**src/rtl/epwm_pkg.sv**
```systemverilog
`timescale 1ns / 1ps
`default_nettype none
// ----------------------------------------------------------------------------
// epwm_pkg
// Types and constants shared by the echo pulse width meter modules.
// ----------------------------------------------------------------------------
package epwm_pkg;

   localparam int NUM_CHANNELS = 6;
   localparam int FILTER_TAPS  = 5;
   localparam int STAMP_BITS   = 16;
   localparam int CH_BITS      = 3;
   localparam int SCALE_BITS   = 20;
   localparam int LIMIT_BITS   = 16;
   localparam int FRAC_BITS    = 16;
   localparam int PROD_BITS    = STAMP_BITS + SCALE_BITS;
   localparam int MEAS_BITS    = PROD_BITS - FRAC_BITS;
   localparam int TAP_BITS     = 16;
   localparam int TAP_IDX_BITS = (FILTER_TAPS > 1) ? $clog2(FILTER_TAPS) : 1;
   localparam int SUM_BITS     = TAP_BITS + $clog2(FILTER_TAPS);
   localparam int VAL_BITS     = (SUM_BITS > MEAS_BITS) ? SUM_BITS : MEAS_BITS;
   localparam int DIST_BITS    = 8;
   localparam int PTICK_BITS   = 16;

   // reciprocal for the tap average: floor(x / FILTER_TAPS) = (x * DIV_MULT) >> DIV_SHIFT
   localparam int DIV_SHIFT     = SUM_BITS + $clog2(FILTER_TAPS);
   localparam int DIV_MULT_BITS = DIV_SHIFT + 1;
   localparam longint DIV_MULT_L =
      ((64'sd1 <<< DIV_SHIFT) + FILTER_TAPS - 1) / FILTER_TAPS;
   localparam logic [DIV_MULT_BITS-1:0] DIV_MULT = DIV_MULT_L[DIV_MULT_BITS-1:0];
   localparam int DIV_PROD_BITS = SUM_BITS + DIV_MULT_BITS;

   localparam logic [DIST_BITS-1:0] DIST_MAX = '1;

   localparam int QUEUE_DEPTH = 4;
   localparam int QPTR_BITS   = $clog2(QUEUE_DEPTH);

   localparam int ADDR_BITS = 4;
   localparam int DATA_BITS = 32;
   localparam int RIDX_BITS = 2;

   localparam logic [RIDX_BITS-1:0] REG_MEASURE_SCALE = 2'd0;
   localparam logic [RIDX_BITS-1:0] REG_FILTER_ENABLE = 2'd1;
   localparam logic [RIDX_BITS-1:0] REG_SAT_LIMIT     = 2'd2;

   localparam logic [SCALE_BITS-1:0] MEASURE_SCALE_RST = 20'd251238;
   localparam logic                  FILTER_ENABLE_RST = 1'b0;
   localparam logic [LIMIT_BITS-1:0] SAT_LIMIT_RST     = 16'd400;

   typedef struct packed {
      logic [CH_BITS-1:0]    channel_index;
      logic [STAMP_BITS-1:0] stamp;
   } req_type;

   typedef struct packed {
      logic [CH_BITS-1:0]    out_channel;
      logic [PTICK_BITS-1:0] pulse_ticks;
      logic [DIST_BITS-1:0]  distance;
      logic                  clipped;
   } rsp_type;

   typedef struct packed {
      logic [CH_BITS-1:0]    channel;
      logic [STAMP_BITS-1:0] width;
   } job_type;

   typedef struct packed {
      logic [SCALE_BITS-1:0] measure_scale;
      logic                  filter_enable;
      logic [LIMIT_BITS-1:0] sat_limit;
   } cfg_type;

   typedef struct packed {
      logic    valid;
      job_type job;
   } job_port_type;

endpackage
`default_nettype wire

```
**src/rtl/echo_pulse_width_meter_top.sv**
```systemverilog
`timescale 1ns / 1ps
`default_nettype none
// ----------------------------------------------------------------------------
// echo_pulse_width_meter_top
// Pulse width meter for six echo capture inputs with optional averaging.
// ----------------------------------------------------------------------------
// req channel: one capture transaction per edge (channel_index, stamp); the
//   first edge on a channel is taken as rising, the next as falling
// rsp channel: one transaction per falling edge with width, distance, clip
// csr port: measure_scale at 0x0, filter_enable at 0x4, sat_limit at 0x8;
//   write only while no transaction is in flight
// throughput: one req transaction per cycle while the queue is not full,
//   set by the history update in the filter stage
// path: from req accept to rsp valid a job goes through the queue, scale
//   multiply, filter, reciprocal multiply and output register; the queue
//   write shares the accept edge
// reset: all channels expect a rising edge, history cleared, registers at
//   their defaults, no rsp pending
// rsp stall: the pipeline holds and the 4-entry queue absorbs falling edges;
//   req_ready drops only when the queue is full
// ----------------------------------------------------------------------------
module echo_pulse_width_meter_top (
   input  wire                              clock,
   input  wire                              reset,
   input  wire                              req_valid,
   output logic                             req_ready,
   input  epwm_pkg::req_type                req_data,
   output logic                             rsp_valid,
   input  wire                              rsp_ready,
   output epwm_pkg::rsp_type                rsp_data,
   input  wire                              psel,
   input  wire                              penable,
   input  wire                              pwrite,
   input  wire  [epwm_pkg::ADDR_BITS-1:0]   paddr,
   input  wire  [epwm_pkg::DATA_BITS-1:0]   pwdata,
   output logic [epwm_pkg::DATA_BITS-1:0]   prdata,
   output logic                             pready
);

   epwm_pkg::cfg_type                cfg_ff;
   epwm_pkg::job_port_type           push;
   epwm_pkg::job_port_type           head;
   logic                             push_ready;
   logic                             pop;
   logic                             csr_wr;
   logic [epwm_pkg::RIDX_BITS-1:0]   csr_idx;

   assign pready  = 1'b1;
   assign csr_wr  = psel && penable && pwrite && pready;
   assign csr_idx = paddr[epwm_pkg::ADDR_BITS-1:2];

   always_ff @(posedge clock) begin
      if (reset) begin
         cfg_ff.measure_scale <= epwm_pkg::MEASURE_SCALE_RST;
         cfg_ff.filter_enable <= epwm_pkg::FILTER_ENABLE_RST;
         cfg_ff.sat_limit     <= epwm_pkg::SAT_LIMIT_RST;
      end else if (csr_wr) begin
         unique case (csr_idx)
            epwm_pkg::REG_MEASURE_SCALE: begin
               cfg_ff.measure_scale <= pwdata[epwm_pkg::SCALE_BITS-1:0];
            end
            epwm_pkg::REG_FILTER_ENABLE: begin
               cfg_ff.filter_enable <= pwdata[0];
            end
            epwm_pkg::REG_SAT_LIMIT: begin
               cfg_ff.sat_limit <= pwdata[epwm_pkg::LIMIT_BITS-1:0];
            end
            default: begin
            end
         endcase
      end
   end

   always_comb begin
      unique case (csr_idx)
         epwm_pkg::REG_MEASURE_SCALE: prdata = epwm_pkg::DATA_BITS'(cfg_ff.measure_scale);
         epwm_pkg::REG_FILTER_ENABLE: prdata = epwm_pkg::DATA_BITS'(cfg_ff.filter_enable);
         epwm_pkg::REG_SAT_LIMIT:     prdata = epwm_pkg::DATA_BITS'(cfg_ff.sat_limit);
         default:                     prdata = '0;
      endcase
   end

   epwm_front u_front (
      .clock      (clock),
      .reset      (reset),
      .req_valid  (req_valid),
      .req_ready  (req_ready),
      .req        (req_data),
      .push_ready (push_ready),
      .push       (push)
   );

   epwm_queue u_queue (
      .clock      (clock),
      .reset      (reset),
      .push       (push),
      .push_ready (push_ready),
      .pop        (pop),
      .head       (head)
   );

   epwm_back u_back (
      .clock     (clock),
      .reset     (reset),
      .cfg       (cfg_ff),
      .head      (head),
      .pop       (pop),
      .rsp_valid (rsp_valid),
      .rsp_ready (rsp_ready),
      .rsp       (rsp_data)
   );

endmodule
`default_nettype wire

```
**src/rtl/epwm_front.sv**
```systemverilog
`timescale 1ns / 1ps
`default_nettype none
// ----------------------------------------------------------------------------
// epwm_front
// Edge tracker: alternates rising and falling per channel and forms widths.
// ----------------------------------------------------------------------------
module epwm_front (
   input  wire                    clock,
   input  wire                    reset,
   input  wire                    req_valid,
   output logic                   req_ready,
   input  epwm_pkg::req_type      req,
   input  wire                    push_ready,
   output epwm_pkg::job_port_type push
);

   logic                              phase_ff [epwm_pkg::NUM_CHANNELS];
   logic                              phase_in [epwm_pkg::NUM_CHANNELS];
   logic [epwm_pkg::STAMP_BITS-1:0]   rise_ff  [epwm_pkg::NUM_CHANNELS];
   logic [epwm_pkg::STAMP_BITS-1:0]   rise_in  [epwm_pkg::NUM_CHANNELS];
   logic                              accept;
   logic                              in_range;
   logic [epwm_pkg::CH_BITS-1:0]      ch_idx;

   assign req_ready = push_ready;
   assign accept    = req_valid && push_ready;
   assign in_range  = 32'(req.channel_index) < epwm_pkg::NUM_CHANNELS;
   assign ch_idx    = in_range ? req.channel_index : '0;

   always_comb begin
      phase_in = phase_ff;
      rise_in  = rise_ff;
      push.valid       = 1'b0;
      push.job.channel = req.channel_index;
      push.job.width   = req.stamp - rise_ff[ch_idx];
      if (accept && in_range) begin
         if (!phase_ff[ch_idx]) begin
            rise_in[ch_idx]  = req.stamp;
            phase_in[ch_idx] = 1'b1;
         end else begin
            phase_in[ch_idx] = 1'b0;
            push.valid       = 1'b1;
         end
      end
   end

   always_ff @(posedge clock) begin
      if (reset) begin
         for (int i = 0; i < epwm_pkg::NUM_CHANNELS; i++) begin
            phase_ff[i] <= 1'b0;
            rise_ff[i]  <= '0;
         end
      end else begin
         phase_ff <= phase_in;
         rise_ff  <= rise_in;
      end
   end

endmodule
`default_nettype wire

```
**src/rtl/epwm_queue.sv**
```systemverilog
`timescale 1ns / 1ps
`default_nettype none
// ----------------------------------------------------------------------------
// epwm_queue
// Short job queue between the edge tracker and the measurement pipeline.
// ----------------------------------------------------------------------------
module epwm_queue (
   input  wire                    clock,
   input  wire                    reset,
   input  epwm_pkg::job_port_type push,
   output logic                   push_ready,
   input  wire                    pop,
   output epwm_pkg::job_port_type head
);

   epwm_pkg::job_type                 entry_ff [epwm_pkg::QUEUE_DEPTH];
   logic [epwm_pkg::QPTR_BITS-1:0]    wr_ptr_ff, wr_ptr_in;
   logic [epwm_pkg::QPTR_BITS-1:0]    rd_ptr_ff, rd_ptr_in;
   logic [epwm_pkg::QPTR_BITS:0]      count_ff, count_in;
   logic                              do_push;
   logic                              do_pop;

   assign push_ready = count_ff != (epwm_pkg::QPTR_BITS + 1)'(epwm_pkg::QUEUE_DEPTH);
   assign head.valid = count_ff != '0;
   assign head.job   = entry_ff[rd_ptr_ff];
   assign do_push    = push.valid && push_ready;
   assign do_pop     = pop && head.valid;

   always_comb begin
      wr_ptr_in = do_push ? wr_ptr_ff + 1'b1 : wr_ptr_ff;
      rd_ptr_in = do_pop  ? rd_ptr_ff + 1'b1 : rd_ptr_ff;
      count_in  = count_ff;
      if (do_push && !do_pop) begin
         count_in = count_ff + 1'b1;
      end else if (do_pop && !do_push) begin
         count_in = count_ff - 1'b1;
      end
   end

   always_ff @(posedge clock) begin
      if (reset) begin
         wr_ptr_ff <= '0;
         rd_ptr_ff <= '0;
         count_ff  <= '0;
      end else begin
         wr_ptr_ff <= wr_ptr_in;
         rd_ptr_ff <= rd_ptr_in;
         count_ff  <= count_in;
      end
   end

   always_ff @(posedge clock) begin
      if (do_push) begin
         entry_ff[wr_ptr_ff] <= push.job;
      end
   end

endmodule
`default_nettype wire

```
**src/rtl/epwm_back.sv**
```systemverilog
`timescale 1ns / 1ps
`default_nettype none
// ----------------------------------------------------------------------------
// epwm_back
// Measurement pipeline: scale, limit and tap history, average, saturate.
// ----------------------------------------------------------------------------
module epwm_back (
   input  wire                    clock,
   input  wire                    reset,
   input  epwm_pkg::cfg_type      cfg,
   input  epwm_pkg::job_port_type head,
   output logic                   pop,
   output logic                   rsp_valid,
   input  wire                    rsp_ready,
   output epwm_pkg::rsp_type      rsp
);

   logic                              advance;

   // scale stage
   logic                              s1_vld_ff;
   logic [epwm_pkg::CH_BITS-1:0]      s1_ch_ff;
   logic [epwm_pkg::STAMP_BITS-1:0]   s1_width_ff;
   logic [epwm_pkg::MEAS_BITS-1:0]    s1_meas_ff, s1_meas_in;
   logic [epwm_pkg::PROD_BITS-1:0]    scale_prod;

   // filter stage
   logic                              s2_vld_ff;
   logic [epwm_pkg::CH_BITS-1:0]      s2_ch_ff;
   logic [epwm_pkg::STAMP_BITS-1:0]   s2_width_ff;
   logic [epwm_pkg::VAL_BITS-1:0]     s2_val_ff, s2_val_in;
   logic                              s2_div_ff, s2_div_in;
   logic [epwm_pkg::TAP_BITS-1:0]     hist_ff [epwm_pkg::NUM_CHANNELS][epwm_pkg::FILTER_TAPS];
   logic [epwm_pkg::TAP_BITS-1:0]     new_taps [epwm_pkg::FILTER_TAPS];
   logic [epwm_pkg::SUM_BITS-1:0]     tap_sum;
   logic                              over_limit;
   logic                              hist_wr;

   // average stage
   logic                              s3_vld_ff;
   logic [epwm_pkg::CH_BITS-1:0]      s3_ch_ff;
   logic [epwm_pkg::STAMP_BITS-1:0]   s3_width_ff;
   logic [epwm_pkg::VAL_BITS-1:0]     s3_val_ff, s3_val_in;
   logic [epwm_pkg::DIV_PROD_BITS-1:0] div_prod;

   // output register
   logic                              out_vld_ff;
   epwm_pkg::rsp_type                 out_ff, out_in;
   logic                              clip;

   assign advance   = !out_vld_ff || rsp_ready;
   assign pop       = advance && head.valid;
   assign rsp_valid = out_vld_ff;
   assign rsp       = out_ff;

   assign scale_prod = epwm_pkg::PROD_BITS'(head.job.width)
                     * epwm_pkg::PROD_BITS'(cfg.measure_scale);
   assign s1_meas_in = scale_prod[epwm_pkg::PROD_BITS-1:epwm_pkg::FRAC_BITS];

   always_comb begin
      over_limit  = s1_meas_ff > epwm_pkg::MEAS_BITS'(cfg.sat_limit);
      new_taps[0] = s1_meas_ff[epwm_pkg::TAP_BITS-1:0];
      for (int i = 1; i < epwm_pkg::FILTER_TAPS; i++) begin
         new_taps[i] = hist_ff[s1_ch_ff][i-1];
      end
      tap_sum = '0;
      for (int i = 0; i < epwm_pkg::FILTER_TAPS; i++) begin
         tap_sum = tap_sum + epwm_pkg::SUM_BITS'(new_taps[i]);
      end
      hist_wr   = advance && s1_vld_ff && cfg.filter_enable && !over_limit;
      s2_div_in = cfg.filter_enable && !over_limit;
      if (!cfg.filter_enable) begin
         s2_val_in = epwm_pkg::VAL_BITS'(s1_meas_ff);
      end else if (over_limit) begin
         s2_val_in = epwm_pkg::VAL_BITS'(cfg.sat_limit);
      end else begin
         s2_val_in = epwm_pkg::VAL_BITS'(tap_sum);
      end
   end

   assign div_prod = epwm_pkg::DIV_PROD_BITS'(s2_val_ff[epwm_pkg::SUM_BITS-1:0])
                   * epwm_pkg::DIV_PROD_BITS'(epwm_pkg::DIV_MULT);
   assign s3_val_in = s2_div_ff
                    ? epwm_pkg::VAL_BITS'(div_prod >> epwm_pkg::DIV_SHIFT)
                    : s2_val_ff;

   always_comb begin
      clip               = s3_val_ff > epwm_pkg::VAL_BITS'(epwm_pkg::DIST_MAX);
      out_in.out_channel = s3_ch_ff;
      out_in.pulse_ticks = s3_width_ff;
      out_in.distance    = clip ? epwm_pkg::DIST_MAX : s3_val_ff[epwm_pkg::DIST_BITS-1:0];
      out_in.clipped     = clip;
   end

   always_ff @(posedge clock) begin
      if (reset) begin
         s1_vld_ff  <= 1'b0;
         s2_vld_ff  <= 1'b0;
         s3_vld_ff  <= 1'b0;
         out_vld_ff <= 1'b0;
      end else if (advance) begin
         s1_vld_ff  <= head.valid;
         s2_vld_ff  <= s1_vld_ff;
         s3_vld_ff  <= s2_vld_ff;
         out_vld_ff <= s3_vld_ff;
      end
   end

   always_ff @(posedge clock) begin
      if (advance) begin
         s1_ch_ff    <= head.job.channel;
         s1_width_ff <= head.job.width;
         s1_meas_ff  <= s1_meas_in;
         s2_ch_ff    <= s1_ch_ff;
         s2_width_ff <= s1_width_ff;
         s2_val_ff   <= s2_val_in;
         s2_div_ff   <= s2_div_in;
         s3_ch_ff    <= s2_ch_ff;
         s3_width_ff <= s2_width_ff;
         s3_val_ff   <= s3_val_in;
         out_ff      <= out_in;
      end
   end

   always_ff @(posedge clock) begin
      if (reset) begin
         for (int c = 0; c < epwm_pkg::NUM_CHANNELS; c++) begin
            for (int t = 0; t < epwm_pkg::FILTER_TAPS; t++) begin
               hist_ff[c][t] <= '0;
            end
         end
      end else if (hist_wr) begin
         for (int t = 0; t < epwm_pkg::FILTER_TAPS; t++) begin
            hist_ff[s1_ch_ff][t] <= new_taps[t];
         end
      end
   end

endmodule
`default_nettype wire

```
**config.mk**
```make
export PLATFORM = sky130hd
export DESIGN_NAME = echo_pulse_width_meter_top
export DESIGN_NICKNAME = d
export VERILOG_FILES = /design/src/rtl/epwm_pkg.sv /design/src/rtl/echo_pulse_width_meter_top.sv /design/src/rtl/epwm_front.sv /design/src/rtl/epwm_queue.sv /design/src/rtl/epwm_back.sv
export SDC_FILE = /design/constraint.sdc
export NUM_CORES = 2
export LEC_CHECK = 0
export BUFFER_PORTS_ARGS = -buffer_cell sky130_fd_sc_hd__buf_4
export CAP_MARGIN = 5
export CORE_ASPECT_RATIO = 2
export CORE_MARGIN = 1.5
export CORE_UTILIZATION = 40
export DETAILED_ROUTE_END_ITERATION = 6
export SLEW_MARGIN = 20
export SYNTH_ARGS = -nofsm -noshare
export SYNTH_HDL_FRONTEND = slang
export SYNTH_SLANG_ARGS = --single-unit
```
**constraint.sdc**
```tcl
create_clock -name clock -period 17.9 [get_ports clock]
set_input_delay 4.475 -clock clock [delete_from_list [all_inputs] [get_ports clock]]
set_output_delay 4.475 -clock clock [all_outputs]
set_load 0.01 [all_outputs]
```
# Word level (Yosys, flattened, before mapping)
# Memories as Yosys holds them, arrays and structs flattened. A register that Yosys moved wholly into a read port is not among the register bits.
# Cells that the tools add are included.
[word_totals]
mem_bits_rw = 556
n_memories = 2
input_bits = 62
regBits = 296
output_inout_bits = 63
[classes]
eq_ne = 3
n_lt_le_gt_ge = 5
bitwise = 5
multipliers = 2
reduce_logical = 27
addsub = 9
n_mux = 34
[mem_list]
columns = ["memory", "depth", "width", "read_ports", "rd_ports_with_merged_regs", "write_ports", "line", "source"]
rows = [
  ["u_back.hist_ff", 6, 80, 1, 1, 6, "epwm_back.sv:33", "logic [epwm_pkg::TAP_BITS-1:0] hist_ff [epwm_pkg::NUM_CHANNELS][epwm_pkg::FILTER_TAPS];"],
  ["u_queue.entry_ff", 4, 19, 1, 1, 1, "epwm_queue.sv:16", "epwm_pkg::job_type entry_ff [epwm_pkg::QUEUE_DEPTH];"],
]
[op_table]
columns = ["op", "count"]
rows = [
  ["96-bit bitwise mux", 1],
  ["80-bit two-way mux", 1],
  ["80-bit OR reduction", 1],
  ["20-bit case mux with 3 select lines", 1],
  ["19-bit by 16-bit adder with 19-bit output", 3],
  ["16-bit binary-select mux with 3-bit select", 1],
  ["16-bit demux with 3-bit select", 1],
  ["16-bit two-way mux", 3],
  ["19-bit by 20-bit multiplier with 39-bit output, second input constant", 1],
  ["16-bit by 20-bit multiplier with 36-bit output", 1],
  ["20-bit by 16-bit > comparator with 1-bit output", 1],
  ["20-bit by 8-bit > comparator with 1-bit output, second input constant", 1],
  ["20-bit two-way mux", 1],
  ["19-bit two-way mux", 1],
  ["16-bit by 16-bit adder with 17-bit output", 1],
  ["17-bit two-way mux", 1],
  ["16-bit subtractor", 1],
  ["3-bit two-way mux", 5],
  ["1-bit logical AND", 14],
  ["1-bit two-way mux", 13],
  ["2-bit AND reduction", 4],
  ["6-bit AND", 1],
  ["6-bit two-way mux", 1],
  ["6-bit inverter", 1],
  ["20 further kinds", 25],
]

# Logic depth before layout (Yosys ltp)
[logic_depth]
word_depth = 13
mapped_depth = 27
mapped_depth_nobuf = 24

# Modules after synthesis
# Synthesis repeated with hierarchy kept, for this count alone.
[hier_totals]
cells_unflattened = 4421
area_unflattened_um2 = 54444.7
[modules_own_cells]
columns = ["module", "n_inst", "seq_area_each_um2", "cells_per_inst", "area_each_um2"]
rows = [
  ["epwm_back", 1, 19899.1, 3545, 44016.0],
  ["epwm_front", 1, 2042.0, 521, 5262.5],
  ["epwm_queue", 1, 2462.4, 147, 3250.6],
  ["echo_pulse_width_meter_top", 1, 740.7, 208, 1915.6],
]

# Least setup slack after synthesis
# Ideal clock, no wire load.
[synth_timing]
path_kind = "input to register"
start = "input port rsp_ready"
end = "memory u_back.hist_ff[3][16] in the netlist's numbering, enable pin"
t_arrival_ns = 10.202
path_slack_ns = 7.003
cell_stages = 8
path_cell_list = "nor2b_1 > clkbuf_1 > clkinv_1 > nand3b_1 > nand4bb_1 > or2_2 > clkbuf_1 > nand2b_1"
[synth_lines]
columns = ["element", "line", "source"]
rows = [
  ["start, declared", "echo_pulse_width_meter_top.sv:29", "input wire rsp_ready,"],
  ["end, declared", "epwm_back.sv:33", ""],
]

# Worst setup path in the final report
[layout_timing]
start = "input port paddr[2] in the netlist's numbering"
end = "output port prdata[0] in the netlist's numbering"
[layout_between]
elab_chain_cells = 2
[layout_rtl]
columns = ["element", "line", "source"]
rows = [
  ["start, declared", "echo_pulse_width_meter_top.sv:34", "input wire [epwm_pkg::ADDR_BITS-1:0] paddr,"],
  ["2-bit == test (tied with other cells)", "echo_pulse_width_meter_top.sv:75", "unique case (csr_idx)"],
  ["20-bit case mux with 3 select lines (*)", "echo_pulse_width_meter_top.sv:75", ""],
  ["end, declared", "echo_pulse_width_meter_top.sv:36", "output logic [epwm_pkg::DATA_BITS-1:0] prdata,"],
]
# Mark *: on every way between the ends. The rest lies on a longest branch, timed or not.

==> summary.md <==
| Metric | Value |
|---|---|
| Total grt overflow | `0` |
| I/O Pins | `between 100 and 150` |
| Port buffer count | `97` |
| Sequential area share after synthesis | `46.65%` |
| Mean area per synthesized cell | `between 10 and 15 um^2` |
| Largest net degree at the start of global routing | `a little over 90` |
| Worst clock skew | `between 50 and 60 ps` |
| Max-cap violations | `0` |
| Clk buf depth | `3` |
| M2 GR Usage | `roughly two fifths` |
| Synth Area in Compound Gates | `4.292%` |
| Status | `finished, final reports clean` |
| Fin crit period | `10,280 ps` |
| Share of Yosys cell area claimed by the top area cell type | `between 40% and 50%` |
| Relative slew slack | `a little over a quarter` |
| H-Tree Depth | `3` |
| WP data required | `between 10,000 and 15,000 ps` |
| Top cells by area, synth | `edfxtp_1, fa_1, ha_1` |
| DR DRC count | `0` |
| Max incr delay on CP | `slightly below 700 ps` |
| Setup_tns | `0 ps` |
| Initial DRC count | `between 2,000 and 2,500` |
| DR pass1 iterations | `6` |
| Post-synthesis to final-layout area growth | `10.26%` |
| Core Footprint | `around 0.13 mm^2` |
| Synth async-reset ratio | `0%` |
| HPWL after detailed placement | `roughly 97,000 um` |
| Distinct cells, synth | `between 70 and 80` |
| Synth warn | `0` |
| First-pass GRT wire length | `approximately 210,000 um` |
| RSZ-0062 raised after global routing | `no` |
| CP Max Fanout | `23` |
| Main combinational cell family by area after synthesis | `adder cells` |
| Yosys reg bits | `about 890` |
| Syn Inst Count | `roughly 4,500` |
| CTS Buf Count | `just under 80` |
| CTS tree | `done` |
| Drt via density | `about 5.3` |
| Worst Setup Start Kind | `input pin` |
| Routed len/inst | `around 22 um` |
| Crit share post-route | `between 50 and 60%` |
| Clk_lat worst skew | `730 ps` |
| Synth Area in Adders | `approximately 22%` |
| Fraction of layout cells with a size suffix above 1 | `11.70%` |
| Clk slew on worst S/H paths | `70 ps` |
| Placed cell count | `6,179` |
| Met3 usage | `under 10%` |
| CP arrival | `a little under 6000 ps` |
| Crit. End Element | `primary output` |
| Synth Area in XOR/XNOR | `1.089%` |
| Worst-path cell chain | `buf_4 -> mux2i_1 -> o21ai_0 -> buf_4` |
| Initial antenna violation count | `1` |
| Met1 Use GR | `between 20 and 25%` |
| Gpl congestion | `slightly above 0.9` |
| Post-CTS Setup Bufs | `0` |
| Row count | `190` |
| Top Usage Layer GRT | `met2` |
| Vert. Die Dim | `roughly 520 um` |
| Vias in the first global route | `about 36,000` |
| Final nets | `~5,300` |
| Final hold vios | `0` |
| Horiz. Die Dim | `262.6 um` |
| Top FF cell, synth | `edfxtp_1` |
| CP dominant cell by count | `buf_4` |
| Fin util | `~44%` |
| DR vias | `between 30,000 and 40,000` |
| Initial core utilization | `about two fifths` |
| Final ANT Viol Nets | `0` |
| Crit Path Category | `input pin to primary output` |
| Most frequent cells in the layout | `edfxtp_1, inv_1, nand2_1` |
| Simple-gate share of the synthesized area | `a little under an eighth` |
| Gr usage total | `about a fifth` |
| WL final | `between 100,000 and 150,000 um` |
| Slowest-stage cell, CP | `o21ai_0` |
| EDFF count, synth | `between 700 and 800` |
| CTS sink cnt | `about 890` |
| Total of cells resized after clock tree synthesis | `0` |
| Mux contribution to synthesized area | `~9%` |
| Mapped Area | `about 0.054 mm^2` |
| Pins over their slew limit | `0` |
| Worst-Margin Slew | `roughly 1100 ps` |
| Yosys top cell by area | `edfxtp_1` |
| CTS root buffer | `clkbuf_16` |
| Non-filler cells, final | `between 6,000 and 7,000` |
| Hold WC Path Type | `register to register` |
| # hold bufs at CTS | `0` |
| Maximum clock frequency | `0.09731 GHz` |
| # setup viols final | `0` |
| DIE AREA | `0.1371 mm^2` |
| Commonest non-fill, non-tap cell in the layout | `edfxtp_1` |
cell type report:
class / instances / area (um^2)
diodes: 1 / 2.502
repair buffers: 159 / 1206
inverters: 592 / 2227
clock inverters: 59 / 882.1
clock buffers: 87 / 2027
fillers: 12309 / 74410
flip-flops and latches: 889 / 25160
well taps: 1728 / 2162
multi-input cells: 2811 / 25770
Yosys cell counts (7+ instances only):
| library cell | n |
|---|---|
| buf_2 | 12 |
| dfxtp_1 | 155 |
| a21boi_0 | 7 |
| clkbuf_1 | 165 |
| a211o_1 | 7 |
| a211oi_1 | 14 |
| ha_1 | 317 |
| or2_2 | 19 |
| nand2_1 | 527 |
| o211ai_1 | 8 |
| nand4_1 | 8 |
| and2_1 | 246 |
| edfxtp_1 | 734 |
| nor2_4 | 10 |
| xor2_1 | 26 |
| nor2b_1 | 21 |
| nand2b_1 | 19 |
| mux2_2 | 19 |
| buf_1 | 18 |
| nor3_1 | 28 |
| xnor2_1 | 41 |
| nor2_1 | 388 |
| mux4_2 | 164 |
| a21o_1 | 26 |
| nand3b_1 | 19 |
| or3_1 | 14 |
| buf_4 | 15 |
| a21oi_1 | 229 |
| fa_1 | 383 |
| o31ai_1 | 16 |
| o21ai_0 | 44 |
| nand3_1 | 32 |
| mux2i_1 | 83 |
| a31oi_1 | 8 |
| inv_1 | 590 |
| o21bai_1 | 7 |
| and3_1 | 9 |
worst max-delay path: cells and delay by family:
| kind | cells | cell delay (ps) |
|---|---|---|
| buf+inv | 2 | 510 |
| mux | 1 | 110 |
| compound gates | 1 | 690 |
flip-flops by register name, indices dropped and copies added (netlist names), 2 cells and up, named ones only:
| register | cells |
|---|---|
| u_back.hist_ff | 512 |
| u_front.rise_ff | 96 |
| u_queue.entry_ff | 76 |
| cfg_ff | 37 |
| u_back.rsp | 28 |
| u_back.s1_meas_ff | 20 |
| u_back.s2_val_ff | 20 |
| u_back.s3_val_ff | 20 |
| u_back.s1_width_ff | 16 |
| u_back.s2_width_ff | 16 |
| u_back.s3_width_ff | 16 |
| u_back.s1_ch_ff | 3 |
| u_back.s2_ch_ff | 3 |
| u_back.s3_ch_ff | 3 |
| u_queue.count_ff | 3 |
| u_queue.rd_ptr_ff | 2 |
| u_queue.wr_ptr_ff | 2 |
cells by family (layout without fill, tap and decap cells):
group                      Yosys count  in the layout
buffers and inverters              808            897
other                                2             14
adders and majority gates          700            700
and+or+nand+nor                   1370           1370
xor gates and xnor gates            67             67
DFF                                889            889
AOI/OAI and AO/OA                  395            395
muxes                              266            266
final timing paths:
check,start,end,slack [ps],cells past startpoint
min,u_back.s3_width_ff[5],u_back.rsp[14],410,0
max,paddr[2],prdata[0],7620,4
min reg2reg,u_back.s3_width_ff[5],u_back.rsp[14],410,0
max reg2reg,register,u_back.s2_val_ff[17],9490,19
per-stage QoR:
stage / area (um^2) / setup WS, ps / hold WS, ps
3_3_place_gp: 56520 / 7587 / 401.0
3_5_place_dp: 56520 / 7582 / 404.5
2_1_floorplan: 53940 / 7003 / 400.3
5_1_grt: 59430 / 7512 / 419.5
4_1_cts: 59430 / 7582 / 404.1
6_report: 59430 / 7623 / 407.0
routing by layer:
layer / vias up / share of wire [%]
met5: - / 0
met4: 0 / 5.3
met3: 322 / 4.3
met2: 994 / 55
met1: 17065 / 35
li1: 15184 / -
Power is not shown: default switching activity piles up to over one toggle a cycle in this logic, so the estimate is an artifact.
